===== src/sdes_pkg.sv =====
`default_nettype none
package sdes_pkg;

  localparam int EXP_W    = 21;
  localparam int SHARE_W  = 17;
  localparam int THR_W    = 12;
  localparam int FACT_W   = 17;
  localparam int Q_FRAC   = 16;
  localparam int PROD_W   = EXP_W + FACT_W;
  localparam int SCALED_W = PROD_W + 1 - Q_FRAC;

  localparam int APB_ADDR_W = 4;
  localparam int APB_DATA_W = 32;

  localparam logic [EXP_W-1:0] EXP_MAX = '1;

  localparam logic [SHARE_W-1:0] Q_ONE   = 17'd65536;
  localparam logic [SHARE_W-1:0] Q_HALF  = 17'd32768;
  localparam logic [SHARE_W-1:0] Q_TENTH = 17'd6554;
  localparam logic [SHARE_W-1:0] Q_MILLI = 17'd66;
  localparam logic [FACT_W-1:0]  Q_0_90  = 17'd58982;
  localparam logic [FACT_W-1:0]  Q_1_35  = 17'd88474;
  localparam logic [FACT_W-1:0]  Q_1_05  = 17'd68813;
  localparam logic [PROD_W:0]    ROUND_BIAS = (PROD_W+1)'(32768);

  localparam logic [THR_W-1:0]   THR_RESET     = 12'd4094;
  localparam logic [SHARE_W-1:0] TARGET_RESET  = 17'd65536;
  localparam logic [EXP_W-1:0]   MAX_EXP_RESET = 21'd2048000;

  // Register indexes on the configuration port (word address).
  localparam logic [1:0] REG_THRESHOLD = 2'd0;
  localparam logic [1:0] REG_TARGET    = 2'd1;
  localparam logic [1:0] REG_MAX_EXP   = 2'd2;

  typedef struct packed {
    logic [EXP_W-1:0]   new_exposure;
    logic               set_exposure;
    logic               search_done;
    logic [EXP_W-1:0]   chosen_exposure;
    logic [SHARE_W-1:0] saturated_share;
  } result_t;

  // Cut factor: 0.9 for a small share, otherwise one minus the share.
  function automatic logic [FACT_W-1:0] cut_factor(input logic [SHARE_W-1:0] s);
    logic [FACT_W-1:0] f;
    f = (s < Q_TENTH) ? Q_0_90 : (Q_ONE - s);
    return f;
  endfunction

  function automatic logic [EXP_W-1:0] sat_exp(input logic [SCALED_W-1:0] v);
    logic [EXP_W-1:0] e;
    e = (v > SCALED_W'(EXP_MAX)) ? EXP_MAX : v[EXP_W-1:0];
    return e;
  endfunction

endpackage
`default_nettype wire


===== src/saturation_driven_exposure_search.sv =====
// A pixel without the frame-end mark gives no result.
// A frame-end pixel starts a 17-step restoring divider for the saturated share, then a
// decision as the share arrives and a multiply state; the emit state then passes its result on.
// One pixel per cycle within a frame; the input is held off while a frame end is in progress.
// Reset: configuration returns to its defaults, the frame counters clear and the search
// goes back to phase one with no reduction made and a chosen exposure of zero.
`default_nettype none
module saturation_driven_exposure_search import sdes_pkg::*; #(
  parameter int PIXEL_BITS       = 12,
  parameter int FRAME_COUNT_BITS = 24
) (
  input  wire logic                  clk_i,
  input  wire logic                  rst_ni,
  input  wire logic                  in_valid_i,
  output logic                       in_ready_o,
  input  wire logic [PIXEL_BITS-1:0] pixel_value_i,
  input  wire logic                  last_of_frame_i,
  input  wire logic [EXP_W-1:0]      reported_exposure_i,
  input  wire logic                  begin_search_i,
  output logic                       out_valid_o,
  input  wire logic                  out_ready_i,
  output logic      [EXP_W-1:0]      new_exposure_o,
  output logic                       set_exposure_o,
  output logic                       search_done_o,
  output logic      [EXP_W-1:0]      chosen_exposure_o,
  output logic      [SHARE_W-1:0]    saturated_share_o,
  input  wire logic                  psel,
  input  wire logic                  penable,
  input  wire logic                  pwrite,
  input  wire logic [APB_ADDR_W-1:0] paddr,
  input  wire logic [APB_DATA_W-1:0] pwdata,
  output logic      [APB_DATA_W-1:0] prdata,
  output logic                       pready
);

  logic [THR_W-1:0]            thr_q;
  logic [SHARE_W-1:0]          target_q;
  logic [EXP_W-1:0]            max_exp_q;
  logic                        cfg_write;
  logic [1:0]                  reg_idx;

  logic                        accept;
  logic [FRAME_COUNT_BITS-1:0] sat_count, pix_count;
  logic                        div_busy, div_done;
  logic [SHARE_W-1:0]          share;
  logic                        search_idle, res_valid, res_ready;
  result_t                     res, out_q;
  logic                        out_valid_q;

  assign pready    = 1'b1;
  assign cfg_write = psel && penable && pwrite;
  assign reg_idx   = paddr[APB_ADDR_W-1:2];

  always_ff @(posedge clk_i or negedge rst_ni) begin
    if (!rst_ni) begin
      thr_q     <= THR_RESET;
      target_q  <= TARGET_RESET;
      max_exp_q <= MAX_EXP_RESET;
    end else if (cfg_write) begin
      unique case (reg_idx)
        REG_THRESHOLD: thr_q     <= pwdata[THR_W-1:0];
        REG_TARGET:    target_q  <= pwdata[SHARE_W-1:0];
        REG_MAX_EXP:   max_exp_q <= pwdata[EXP_W-1:0];
        default: ;
      endcase
    end
  end

  always_comb begin
    unique case (reg_idx)
      REG_THRESHOLD: prdata = APB_DATA_W'(thr_q);
      REG_TARGET:    prdata = APB_DATA_W'(target_q);
      REG_MAX_EXP:   prdata = APB_DATA_W'(max_exp_q);
      default:       prdata = '0;
    endcase
  end

  assign in_ready_o = search_idle && !div_busy && !div_done;
  assign accept     = in_valid_i && in_ready_o;

  sdes_frame_acc #(
    .PIXEL_BITS      (PIXEL_BITS),
    .FRAME_COUNT_BITS(FRAME_COUNT_BITS)
  ) u_acc (
    .clk_i      (clk_i),
    .rst_ni     (rst_ni),
    .accept_i   (accept),
    .pixel_i    (pixel_value_i),
    .last_i     (last_of_frame_i),
    .threshold_i(thr_q),
    .sat_count_o(sat_count),
    .pix_count_o(pix_count)
  );

  sdes_div #(
    .W(FRAME_COUNT_BITS)
  ) u_div (
    .clk_i     (clk_i),
    .rst_ni    (rst_ni),
    .start_i   (accept && last_of_frame_i),
    .dividend_i(sat_count),
    .divisor_i (pix_count),
    .busy_o    (div_busy),
    .done_o    (div_done),
    .quotient_o(share)
  );

  sdes_search u_search (
    .clk_i        (clk_i),
    .rst_ni       (rst_ni),
    .accept_i     (accept),
    .begin_i      (begin_search_i),
    .last_i       (last_of_frame_i),
    .rep_i        (reported_exposure_i),
    .target_i     (target_q),
    .max_i        (max_exp_q),
    .share_valid_i(div_done),
    .share_i      (share),
    .res_ready_i  (res_ready),
    .idle_o       (search_idle),
    .res_valid_o  (res_valid),
    .res_o        (res)
  );

  // The output register lets new pixels in while a result waits downstream.
  assign res_ready = !out_valid_q || out_ready_i;

  always_ff @(posedge clk_i or negedge rst_ni) begin
    if (!rst_ni) begin
      out_valid_q <= 1'b0;
    end else if (res_valid && res_ready) begin
      out_valid_q <= 1'b1;
    end else if (out_ready_i) begin
      out_valid_q <= 1'b0;
    end
  end

  always_ff @(posedge clk_i) begin
    if (res_valid && res_ready) begin
      out_q <= res;
    end
  end

  assign out_valid_o       = out_valid_q;
  assign new_exposure_o    = out_q.new_exposure;
  assign set_exposure_o    = out_q.set_exposure;
  assign search_done_o     = out_q.search_done;
  assign chosen_exposure_o = out_q.chosen_exposure;
  assign saturated_share_o = out_q.saturated_share;

endmodule
`default_nettype wire


===== src/sdes_frame_acc.sv =====
`default_nettype none
module sdes_frame_acc import sdes_pkg::*; #(
  parameter int PIXEL_BITS       = 12,
  parameter int FRAME_COUNT_BITS = 24
) (
  input  wire logic                        clk_i,
  input  wire logic                        rst_ni,
  input  wire logic                        accept_i,
  input  wire logic [PIXEL_BITS-1:0]       pixel_i,
  input  wire logic                        last_i,
  input  wire logic [THR_W-1:0]            threshold_i,
  output logic      [FRAME_COUNT_BITS-1:0] sat_count_o,
  output logic      [FRAME_COUNT_BITS-1:0] pix_count_o
);

  localparam int CMP_W = (PIXEL_BITS > THR_W) ? PIXEL_BITS : THR_W;
  localparam logic [FRAME_COUNT_BITS-1:0] CMAX = '1;

  logic [FRAME_COUNT_BITS-1:0] sat_q, pix_q;
  logic                        is_sat;

  assign is_sat      = CMP_W'(pixel_i) > CMP_W'(threshold_i);
  // Both counters stick at their maximum instead of wrapping.
  assign pix_count_o = (pix_q == CMAX) ? pix_q : pix_q + 1'b1;
  assign sat_count_o = (is_sat && sat_q != CMAX) ? sat_q + 1'b1 : sat_q;

  always_ff @(posedge clk_i or negedge rst_ni) begin
    if (!rst_ni) begin
      sat_q <= '0;
      pix_q <= '0;
    end else if (accept_i) begin
      if (last_i) begin
        sat_q <= '0;
        pix_q <= '0;
      end else begin
        sat_q <= sat_count_o;
        pix_q <= pix_count_o;
      end
    end
  end

endmodule
`default_nettype wire


===== src/sdes_div.sv =====
`default_nettype none
module sdes_div import sdes_pkg::*; #(
  parameter int W = 24
) (
  input  wire logic               clk_i,
  input  wire logic               rst_ni,
  input  wire logic               start_i,
  input  wire logic [W-1:0]       dividend_i,
  input  wire logic [W-1:0]       divisor_i,
  output logic                    busy_o,
  output logic                    done_o,
  output logic      [SHARE_W-1:0] quotient_o
);

  // Restoring division of dividend * 2^16 by divisor, one quotient bit a cycle.
  // The dividend never exceeds the divisor, so the quotient fits in 17 bits.
  localparam int STEPS = SHARE_W;
  localparam int CNT_W = $clog2(STEPS);
  localparam logic [CNT_W-1:0] LAST_STEP = CNT_W'(STEPS - 1);

  logic [W:0]         r_q;
  logic [W-1:0]       d_q;
  logic [SHARE_W-1:0] q_q;
  logic [CNT_W-1:0]   cnt_q;
  logic               busy_q, done_q;
  logic [W+1:0]       diff;
  logic               ge;
  logic [W:0]         rem;

  assign diff = {1'b0, r_q} - {2'b00, d_q};
  assign ge   = !diff[W+1];
  assign rem  = ge ? diff[W:0] : r_q;

  always_ff @(posedge clk_i) begin
    if (start_i) begin
      r_q <= {1'b0, dividend_i};
      d_q <= divisor_i;
      q_q <= '0;
    end else if (busy_q) begin
      r_q <= {rem[W-1:0], 1'b0};
      q_q <= {q_q[SHARE_W-2:0], ge};
    end
  end

  always_ff @(posedge clk_i or negedge rst_ni) begin
    if (!rst_ni) begin
      busy_q <= 1'b0;
      done_q <= 1'b0;
      cnt_q  <= '0;
    end else begin
      done_q <= 1'b0;
      if (start_i) begin
        busy_q <= 1'b1;
        cnt_q  <= '0;
      end else if (busy_q) begin
        cnt_q <= cnt_q + 1'b1;
        if (cnt_q == LAST_STEP) begin
          busy_q <= 1'b0;
          done_q <= 1'b1;
        end
      end
    end
  end

  assign busy_o     = busy_q;
  assign done_o     = done_q;
  assign quotient_o = q_q;

  a_done_latency: assert property (@(posedge clk_i) disable iff (!rst_ni)
    start_i |-> ##18 done_o)
    else $error("divider did not finish after its fixed number of steps");

  a_share_range: assert property (@(posedge clk_i) disable iff (!rst_ni)
    done_o |-> quotient_o <= Q_ONE)
    else $error("saturated share exceeds one");

endmodule
`default_nettype wire


===== src/sdes_search.sv =====
`default_nettype none
module sdes_search import sdes_pkg::*; (
  input  wire logic               clk_i,
  input  wire logic               rst_ni,
  input  wire logic               accept_i,
  input  wire logic               begin_i,
  input  wire logic               last_i,
  input  wire logic [EXP_W-1:0]   rep_i,
  input  wire logic [SHARE_W-1:0] target_i,
  input  wire logic [EXP_W-1:0]   max_i,
  input  wire logic               share_valid_i,
  input  wire logic [SHARE_W-1:0] share_i,
  input  wire logic               res_ready_i,
  output logic                    idle_o,
  output logic                    res_valid_o,
  output result_t                 res_o
);

  typedef enum logic [1:0] {S_IDLE, S_MUL, S_EMIT} state_e;
  typedef enum logic [1:0] {PH_REDUCE, PH_RAISE, PH_REDUCE2, PH_FINISHED} phase_e;
  typedef enum logic [1:0] {ACT_NONE, ACT_CUT, ACT_RAISE, ACT_DONE} action_e;

  state_e             state_q;
  phase_e             phase_q, phase_d;
  action_e            act_q, act_d;
  logic               reduced_q;
  logic [EXP_W-1:0]   lce_q;
  logic [EXP_W-1:0]   rep_q;
  logic [SHARE_W-1:0] share_q;
  logic [FACT_W-1:0]  factor_q, factor_d;
  logic [PROD_W-1:0]  prod_q;

  logic [SHARE_W-1:0]  clamp;
  logic                below, p0_cut, go1, do_raise, go2;
  logic [PROD_W:0]     rounded;
  logic [SCALED_W-1:0] scaled;
  logic [EXP_W-1:0]    newe_sat, capped_lce;
  logic                over;

  // Decision for one frame end, taken in the cycle the share arrives.
  always_comb begin
    clamp    = (share_i > Q_HALF) ? Q_HALF : share_i;
    below    = share_i < target_i;
    p0_cut   = (phase_q == PH_REDUCE) && (clamp >= target_i);
    go1      = ((phase_q == PH_REDUCE) && !p0_cut) || (phase_q == PH_RAISE);
    do_raise = go1 && !reduced_q && below;
    go2      = (go1 && !do_raise) || (phase_q == PH_REDUCE2);
    act_d    = ACT_NONE;
    phase_d  = phase_q;
    factor_d = cut_factor(share_i);
    priority if (p0_cut) begin
      act_d    = ACT_CUT;
      factor_d = cut_factor(clamp);
    end else if (do_raise) begin
      act_d    = ACT_RAISE;
      phase_d  = PH_RAISE;
      factor_d = (share_i < Q_MILLI) ? Q_1_35 : Q_1_05;
    end else if (go2 && below) begin
      act_d   = ACT_DONE;
      phase_d = PH_FINISHED;
    end else if (go2) begin
      act_d   = ACT_CUT;
      phase_d = PH_REDUCE2;
    end else begin
      act_d = ACT_NONE;
    end
  end

  always_comb begin
    rounded    = {1'b0, prod_q} + ROUND_BIAS;
    scaled     = rounded[PROD_W:Q_FRAC];
    newe_sat   = sat_exp(scaled);
    over       = scaled > SCALED_W'(max_i);
    capped_lce = (lce_q > max_i) ? max_i : lce_q;
    res_o                 = '0;
    res_o.saturated_share = share_q;
    unique case (act_q)
      ACT_CUT: begin
        res_o.new_exposure = newe_sat;
        res_o.set_exposure = 1'b1;
      end
      ACT_RAISE: begin
        res_o.new_exposure = newe_sat;
        res_o.set_exposure = 1'b1;
        if (over) begin
          res_o.search_done     = 1'b1;
          res_o.chosen_exposure = max_i;
        end
      end
      ACT_DONE: begin
        res_o.search_done     = 1'b1;
        res_o.chosen_exposure = capped_lce;
      end
      default: ;
    endcase
  end

  always_ff @(posedge clk_i) begin
    if (accept_i && last_i) begin
      rep_q <= rep_i;
    end
    if (state_q == S_IDLE && share_valid_i) begin
      share_q  <= share_i;
      factor_q <= factor_d;
    end
    if (state_q == S_MUL) begin
      prod_q <= PROD_W'(rep_q) * PROD_W'(factor_q);
    end
  end

  always_ff @(posedge clk_i or negedge rst_ni) begin
    if (!rst_ni) begin
      state_q   <= S_IDLE;
      phase_q   <= PH_REDUCE;
      act_q     <= ACT_NONE;
      reduced_q <= 1'b0;
      lce_q     <= '0;
    end else begin
      unique case (state_q)
        S_IDLE: begin
          if (accept_i && begin_i) begin
            phase_q   <= PH_REDUCE;
            reduced_q <= 1'b0;
          end else if (share_valid_i) begin
            act_q   <= act_d;
            phase_q <= phase_d;
            if (p0_cut) begin
              reduced_q <= 1'b1;
            end
            state_q <= S_MUL;
          end
        end
        S_MUL: begin
          state_q <= S_EMIT;
        end
        S_EMIT: begin
          if (res_ready_i) begin
            unique case (act_q)
              ACT_CUT: lce_q <= newe_sat;
              ACT_RAISE: begin
                if (over) begin
                  lce_q   <= max_i;
                  phase_q <= PH_FINISHED;
                end else begin
                  lce_q <= scaled[EXP_W-1:0];
                end
              end
              default: ;
            endcase
            state_q <= S_IDLE;
          end
        end
        default: state_q <= S_IDLE;
      endcase
    end
  end

  assign idle_o      = (state_q == S_IDLE);
  assign res_valid_o = (state_q == S_EMIT);

  a_chosen_capped: assert property (@(posedge clk_i) disable iff (!rst_ni)
    (res_valid_o && res_o.search_done) |-> res_o.chosen_exposure <= max_i)
    else $error("chosen exposure above the configured limit");

  a_unset_is_zero: assert property (@(posedge clk_i) disable iff (!rst_ni)
    (res_valid_o && !res_o.set_exposure) |-> res_o.new_exposure == '0)
    else $error("exposure value present without a set request");

endmodule
`default_nettype wire

===== config.mk =====
export PLATFORM = sky130hd
export DESIGN_NAME = saturation_driven_exposure_search
export DESIGN_NICKNAME = d
export VERILOG_FILES = /design/src/sdes_pkg.sv /design/src/saturation_driven_exposure_search.sv /design/src/sdes_frame_acc.sv /design/src/sdes_div.sv /design/src/sdes_search.sv
export SDC_FILE = /design/constraint.sdc
export NUM_CORES = 2
export LEC_CHECK = 0
export BUFFER_PORTS_ARGS = -buffer_cell sky130_fd_sc_hd__buf_4
export CORE_MARGIN = 2
export CORE_UTILIZATION = 40
export CTS_BUF_LIST = sky130_fd_sc_hd__clkbuf_2
export DETAILED_ROUTE_END_ITERATION = 10
export HOLD_SLACK_MARGIN = 0.12
export SYNTH_ARGS = -nofsm -noshare
export SYNTH_HDL_FRONTEND = slang
export SYNTH_SLANG_ARGS = --single-unit

===== constraint.sdc =====
create_clock -name clk_i -period 17.9 [get_ports clk_i]
set_input_delay 1.79 -clock clk_i [delete_from_list [all_inputs] [get_ports clk_i]]
set_output_delay 1.79 -clock clk_i [all_outputs]
set_load 0.02 [all_outputs]

# == Yosys cells after proc, flatten, opt, wreduce, memory -nomap -nowiden ==
# Cells that the tools add are included.
# op_classes
addsub,7
multipliers,1
div,0
magnitude_cmp,10
n_eq_ne,20
n_shift,0
mux,52
bitwise_logic,1
reduce_logical,44
# ops
cell,count
24-bit two-way mux,7
17-bit two-way mux,5
21-bit two-way mux,3
21-bit case mux with 3 select lines,1
24-bit by 1-bit adder with 24-bit output (second input constant),2
22-bit case mux with 2 select lines,1
21-bit case mux with 2 select lines,1
38-bit by 16-bit adder with 39-bit output (second input constant),1
21-bit by 17-bit multiplier with 38-bit output,1
17-bit by 13-bit less-than comparator with 1-bit output (second input constant),2
17-bit subtractor (first input constant),2
2-bit two-way mux,15
25-bit by 24-bit subtractor with 26-bit output,1
24-bit equality test (second input constant),1
24-bit != test (second input constant),1
23-bit by 21-bit greater-than comparator with 1-bit output,1
23-bit by 21-bit greater-than comparator with 1-bit output (second input constant),1
22-bit two-way mux,1
21-bit greater-than comparator,1
17-bit greater-or-equal comparator,1
17-bit by 16-bit greater-than comparator with 1-bit output (second input constant),1
17-bit less-than comparator,1
17-bit by 7-bit less-than comparator with 1-bit output (second input constant),1
1-bit logical AND,16
other kinds (24),67
# totals
register_bits,354
latchBits,0
mem_bits_rw,0
rom_bits,0
out_inout_bits,96
elab_cells,162
memories,0

# == Logic depth before layout (Yosys ltp) ==
# logic_depth
depth_word,19
depth_mapped,24

# == Modules after synthesis ==
# From an unflattened synthesis, not the netlist that was laid out.
# unflattened
cells_unflattened,3148
hier_area_um2,30621.9
# modules_own_cells
mod,instances,cells_each,area_per_inst_um2,seq_area_each_um2
sdes_search,1,2042,18218.7,3042.9
saturation_driven_exposure_search,1,244,4277.9,3130.5
sdes_div,1,402,4191.5,1976.9
sdes_frame_acc,1,460,3933.8,1201.2

# == Worst setup path after synthesis ==
# Ideal clock, no wire load.
# synth_path
kind,flip-flop to flip-flop
startpoint,reg u_search.rep_q[9]
endpoint,"reg u_search.prod_q[35], data pin"
setup_ps,262
arrival_time_ps,6147
t_required_ps,17638
setup_slack_ps,11491
path_stages_with_launch,25
n_path_buf,2
cell_sequence,edfxtp_1 -> clkbuf_1 -> clkbuf_1 -> nand2_1 -> fa_1 -> inv_1 -> fa_1 -> inv_1 -> fa_1 -> inv_1 -> fa_1 -> fa_1 -> inv_1 -> fa_1 -> inv_1 -> ha_1 -> a21o_1 -> a221o_1 -> a21oi_1 -> nand4bb_1 -> a21oi_2 -> o31ai_4 -> a31oi_1 -> o21bai_1 -> xor2_1
# synth_via
elab_chain_cells,1
# synth_lines
item,line_no,text
from (decl),sdes_search.sv:28,logic [EXP_W-1:0] rep_q;
from (signal assigned),sdes_search.sv:100,rep_q <= rep_i;
21-bit by 17-bit multiplier with 38-bit output,sdes_search.sv:107,prod_q <= PROD_W'(rep_q) * PROD_W'(factor_q);
to (signal assigned),sdes_search.sv:107,
to (decl),sdes_search.sv:31,logic [PROD_W-1:0] prod_q;
# Every way passes these cells.
# A chain may end at the register's enable or synchronous reset.

# == Worst setup path after layout ==
# layout_path
startpoint,reg u_search.factor_q[4]
endpoint,"reg u_search.prod_q[37], data pin"
# layout_via
elab_chain_cells,1
# layout_lines
item,line_no,text
from (decl),sdes_search.sv:30,"logic [FACT_W-1:0] factor_q, factor_d;"
from (signal assigned),sdes_search.sv:104,factor_q <= factor_d;
21-bit by 17-bit multiplier with 38-bit output,sdes_search.sv:107,
# Every way passes these cells.

==> results.ini <==
[synthesis]
syn_inst=3151
synth_warnings=0
synth_edf_count=187
ys_types=93
synth_ff_type=edfxtp_1
ys_seq_area_share_pct=31.18
syn_area_sq_mm=0.02999
synth_seq_cells=339
async_flop_share_pct=39.53
syn_area_per_cell_sq_um=9.517

[pwr]
power_per_cell_area_mw_per_mm2=185.9
ir_drop_mv=0.2161
power.static_leakage_nw=15.54

[route]
route.detailed.drc=0
drt-total-wl_mm=77.52
drt-initial-drc-count=1479
drt.antenna.violating_nets=0
first_pass_iters=7
post_drt_wl_per_cell_um=17.89
viasPerCell=5.166
via_count=22390

[clock_tree]
cts_hold_buf=0
post_cts_buffers=0
cts_htree_levels=3
cts.reportedPaths.clkPinSlew_ns=0.11
clockBufferDepth=3
cts.repair.resized=0
cts_inserted_buffers=96
cts_sinks=339
cts_tree=yes
root_buffer=clkbuf_2
clock_latency_ns=1.14

[sta]
clock_skew_ns=0.1449
fin_crit_sh_pct=41.38
period_needed_ns=7.408
fin_tns_setup_ns=0
setup_violations=0
finalHoldViolCount=0
grt_setup_unrepaired=false
finalMaxSlewViolations=0
max_freq_mhz=135.0
worst_pin_slew_ns=1.129
maxSlewHeadroom_pct=24.74

[setup_path]
ff2ff_path_depth=19
end_kind=register
required_ns=18.72
start_kind=register
reg2reg_from=u_search.factor_q[4]$_DFFE_PP_
cp.arrival_ns=8.23
crit_start=u_search.factor_q[4]$_DFFE_PP_
cp_max_fo=21
path_class=reg2reg

[run]
cap_viol_max_count=0

[floorplan]
die_h_um=277.8
start_util_pct=40.35
fp-row-count=100
die_area_sq_mm=0.07718
coreArea_sq_mm=0.07432
io_pins=174
dieWidth_um=277.8

[final_layout]
layout-drive-gt1-share_pct=12.37
fillers=7303
nets=3871
area_growth_pct=9.759
post-route-util_pct=44.29

[worst_hold_path]
hold_class=reg2reg
whs_path_depth=0
hp-start=u_search.share_q[16]$_DFFE_PP_

[placed_design]
gp_congestion=0.8936
place_hpwl_mm=55.81
io_buffers=148

[global_route]
grt_usage_pct=20.48
antenna_found_initial=4
grt_max_degree=84
grt_pass1_wl_mm=124.8
grt_pass1_vias=22700
gr-total-overflow=0

[status]
status=completed

## power by group
group	internal (mW)	switching (mW)
registers	1.19	0.197
logic	1.71	2.39
clock network	0.256	0.366
## cells in the final DEF (no fill, tap or decap), types with 21 or more instances in the layout
cell / count
a21o_1: 41
a21oi_1: 96
a22o_1: 31
a31oi_1: 24
and2_1: 157
and3_1: 24
buf_4: 179
clkbuf_2: 147
dfrtp_1: 116
edfxtp_1: 187
fa_1: 283
ha_1: 230
inv_1: 476
mux2i_1: 43
nand2_1: 430
nand3_1: 64
nand4_1: 40
nor2_1: 111
nor2b_1: 21
nor3_1: 40
o21a_1: 21
o21ai_0: 169
o22ai_1: 35
xnor2_1: 67
xor2_1: 47
## kinds of logic (layout without fill, tap and decap cells)
group / count (synthesis) / after routing / synth area share, %
other: 2 / 14 / 0.02504
multiplexers: 58 / 58 / 1.994
buffers and inverters: 637 / 838 / 8.249
XOR/XNOR: 114 / 114 / 3.330
AO/OA/AOI/OAI: 516 / 516 / 10.94
flip-flops: 339 / 339 / 31.18
AND/OR/NAND/NOR: 972 / 972 / 15.79
adder cells (fa/ha/maj): 513 / 513 / 28.49
## layer usage
layer	share of wire (%)	up-vias	track usage, %
met5	0	-	0
met4	2.7	0	6.486
met3	5.9	129	3.849
met2	47	584	33.40
met1	45	10940	27.56
li1	-	10730	-
## synthesized netlist by cell type, types with 22 or more instances
| cell type | instances | area (sq um) |
|---|---|---|
| nand3_1 | 64 | 320.3 |
| o21ai_0 | 169 | 845.8 |
| mux2i_1 | 44 | 440.4 |
| dfrtp_1 | 116 | 2903 |
| nor3_1 | 40 | 200.2 |
| nor2b_1 | 22 | 137.6 |
| inv_1 | 476 | 1787 |
| nor2_1 | 112 | 420.4 |
| and2_1 | 157 | 982.2 |
| o22ai_1 | 35 | 219.0 |
| edfxtp_1 | 187 | 5615 |
| a22o_1 | 31 | 271.5 |
| xor2_1 | 47 | 411.6 |
| xnor2_1 | 67 | 586.8 |
| clkbuf_1 | 128 | 480.5 |
| ha_1 | 230 | 2878 |
| nand2_1 | 432 | 1622 |
| and3_1 | 24 | 150.1 |
| a31oi_1 | 24 | 150.1 |
| a21o_1 | 41 | 307.8 |
| nand4_1 | 40 | 250.2 |
| fa_1 | 283 | 5665 |
| a21oi_1 | 96 | 480.5 |
## path summary, 6_finish.rpt
| path | end | slack (ns) |
|---|---|---|
| max | u_search.prod_q[37]$_DFFE_PN_ | 10.49 |
| min | saturated_share_o[16]$_DFFE_PP_ | 0.35 |
| max reg2reg | u_search.prod_q[37]$_DFFE_PN_ | 10.49 |
| min reg2reg | saturated_share_o[16]$_DFFE_PP_ | 0.35 |
| max in group asynchronous | target_q[8]$_DFFE_PN0P_ | 15.82 |
| min in group asynchronous | u_acc.pix_q[0]$_DFFE_PN0P_ | 0.68 |
## critical path: stages, from the launching register on
cell and delay (ns):
edfxtp_1 1.10, nand2_1 0.18, fa_1 0.58, inv_1 0.05, fa_1 0.48, fa_1 0.53
inv_1 0.05, fa_1 0.46, fa_1 0.51, fa_1 0.54, inv_1 0.04, ha_1 0.29
a21o_1 0.18, a21oi_1 0.38, a21oi_1 0.18, nand4bb_1 0.32, a21oi_2 0.46, o21ai_0 0.28
a31oi_1 0.30, xnor2_1 0.17
## final cells by class
class / count / area [sq um] / share of cell area, %
repair buffers: 180 / 1355 / 4.117
clock buffers: 147 / 735.7 / 2.235
clock inverters: 34 / 230.2 / 0.6995
well taps: 969 / 1212 / 3.684
flip-flops and latches: 339 / 9351 / 28.41
multi-input cells: 2186 / 18240 / 55.41
inverters: 477 / 1790 / 5.440
diodes: 1 / 2.502 / 0.007603
## state kept, by name, summed over array words and instances (netlist names), 2 cells and up
| name | cells |
|---|---|
| chosen_exposure_o | 21 |
| max_exp_q | 21 |
| new_exposure_o | 21 |
| saturated_share_o | 17 |
| target_q | 17 |
| thr_q | 12 |
| u_acc.pix_q | 24 |
| u_acc.sat_q | 24 |
| u_div.cnt_q | 5 |
| u_div.d_q | 24 |
| u_div.quotient_o | 17 |
| u_div.r_q | 25 |
| u_search.act_q | 2 |
| u_search.factor_q | 17 |
| u_search.lce_q | 21 |
| u_search.phase_q | 2 |
| u_search.prod_q | 23 |
| u_search.rep_q | 21 |
| u_search.share_q | 17 |
| u_search.state_q | 2 |
## stage by stage
step                hold WS (ns)  worst slack (ns)  std cells  area, sq um  power, mW
finish                    0.3537             10.49       4333        32910      6.117
floorplan                 0.4003             11.49       3162        30030      4.409
detailed placement        0.4045             10.58       4151        31950      5.488
global route              0.3719             10.13       4333        32910      6.803
global placement          0.4033             10.68       4151        31950      5.439
CTS                       0.3444             10.55       4332        32910      6.154
(Power assumes the default switching activity.)
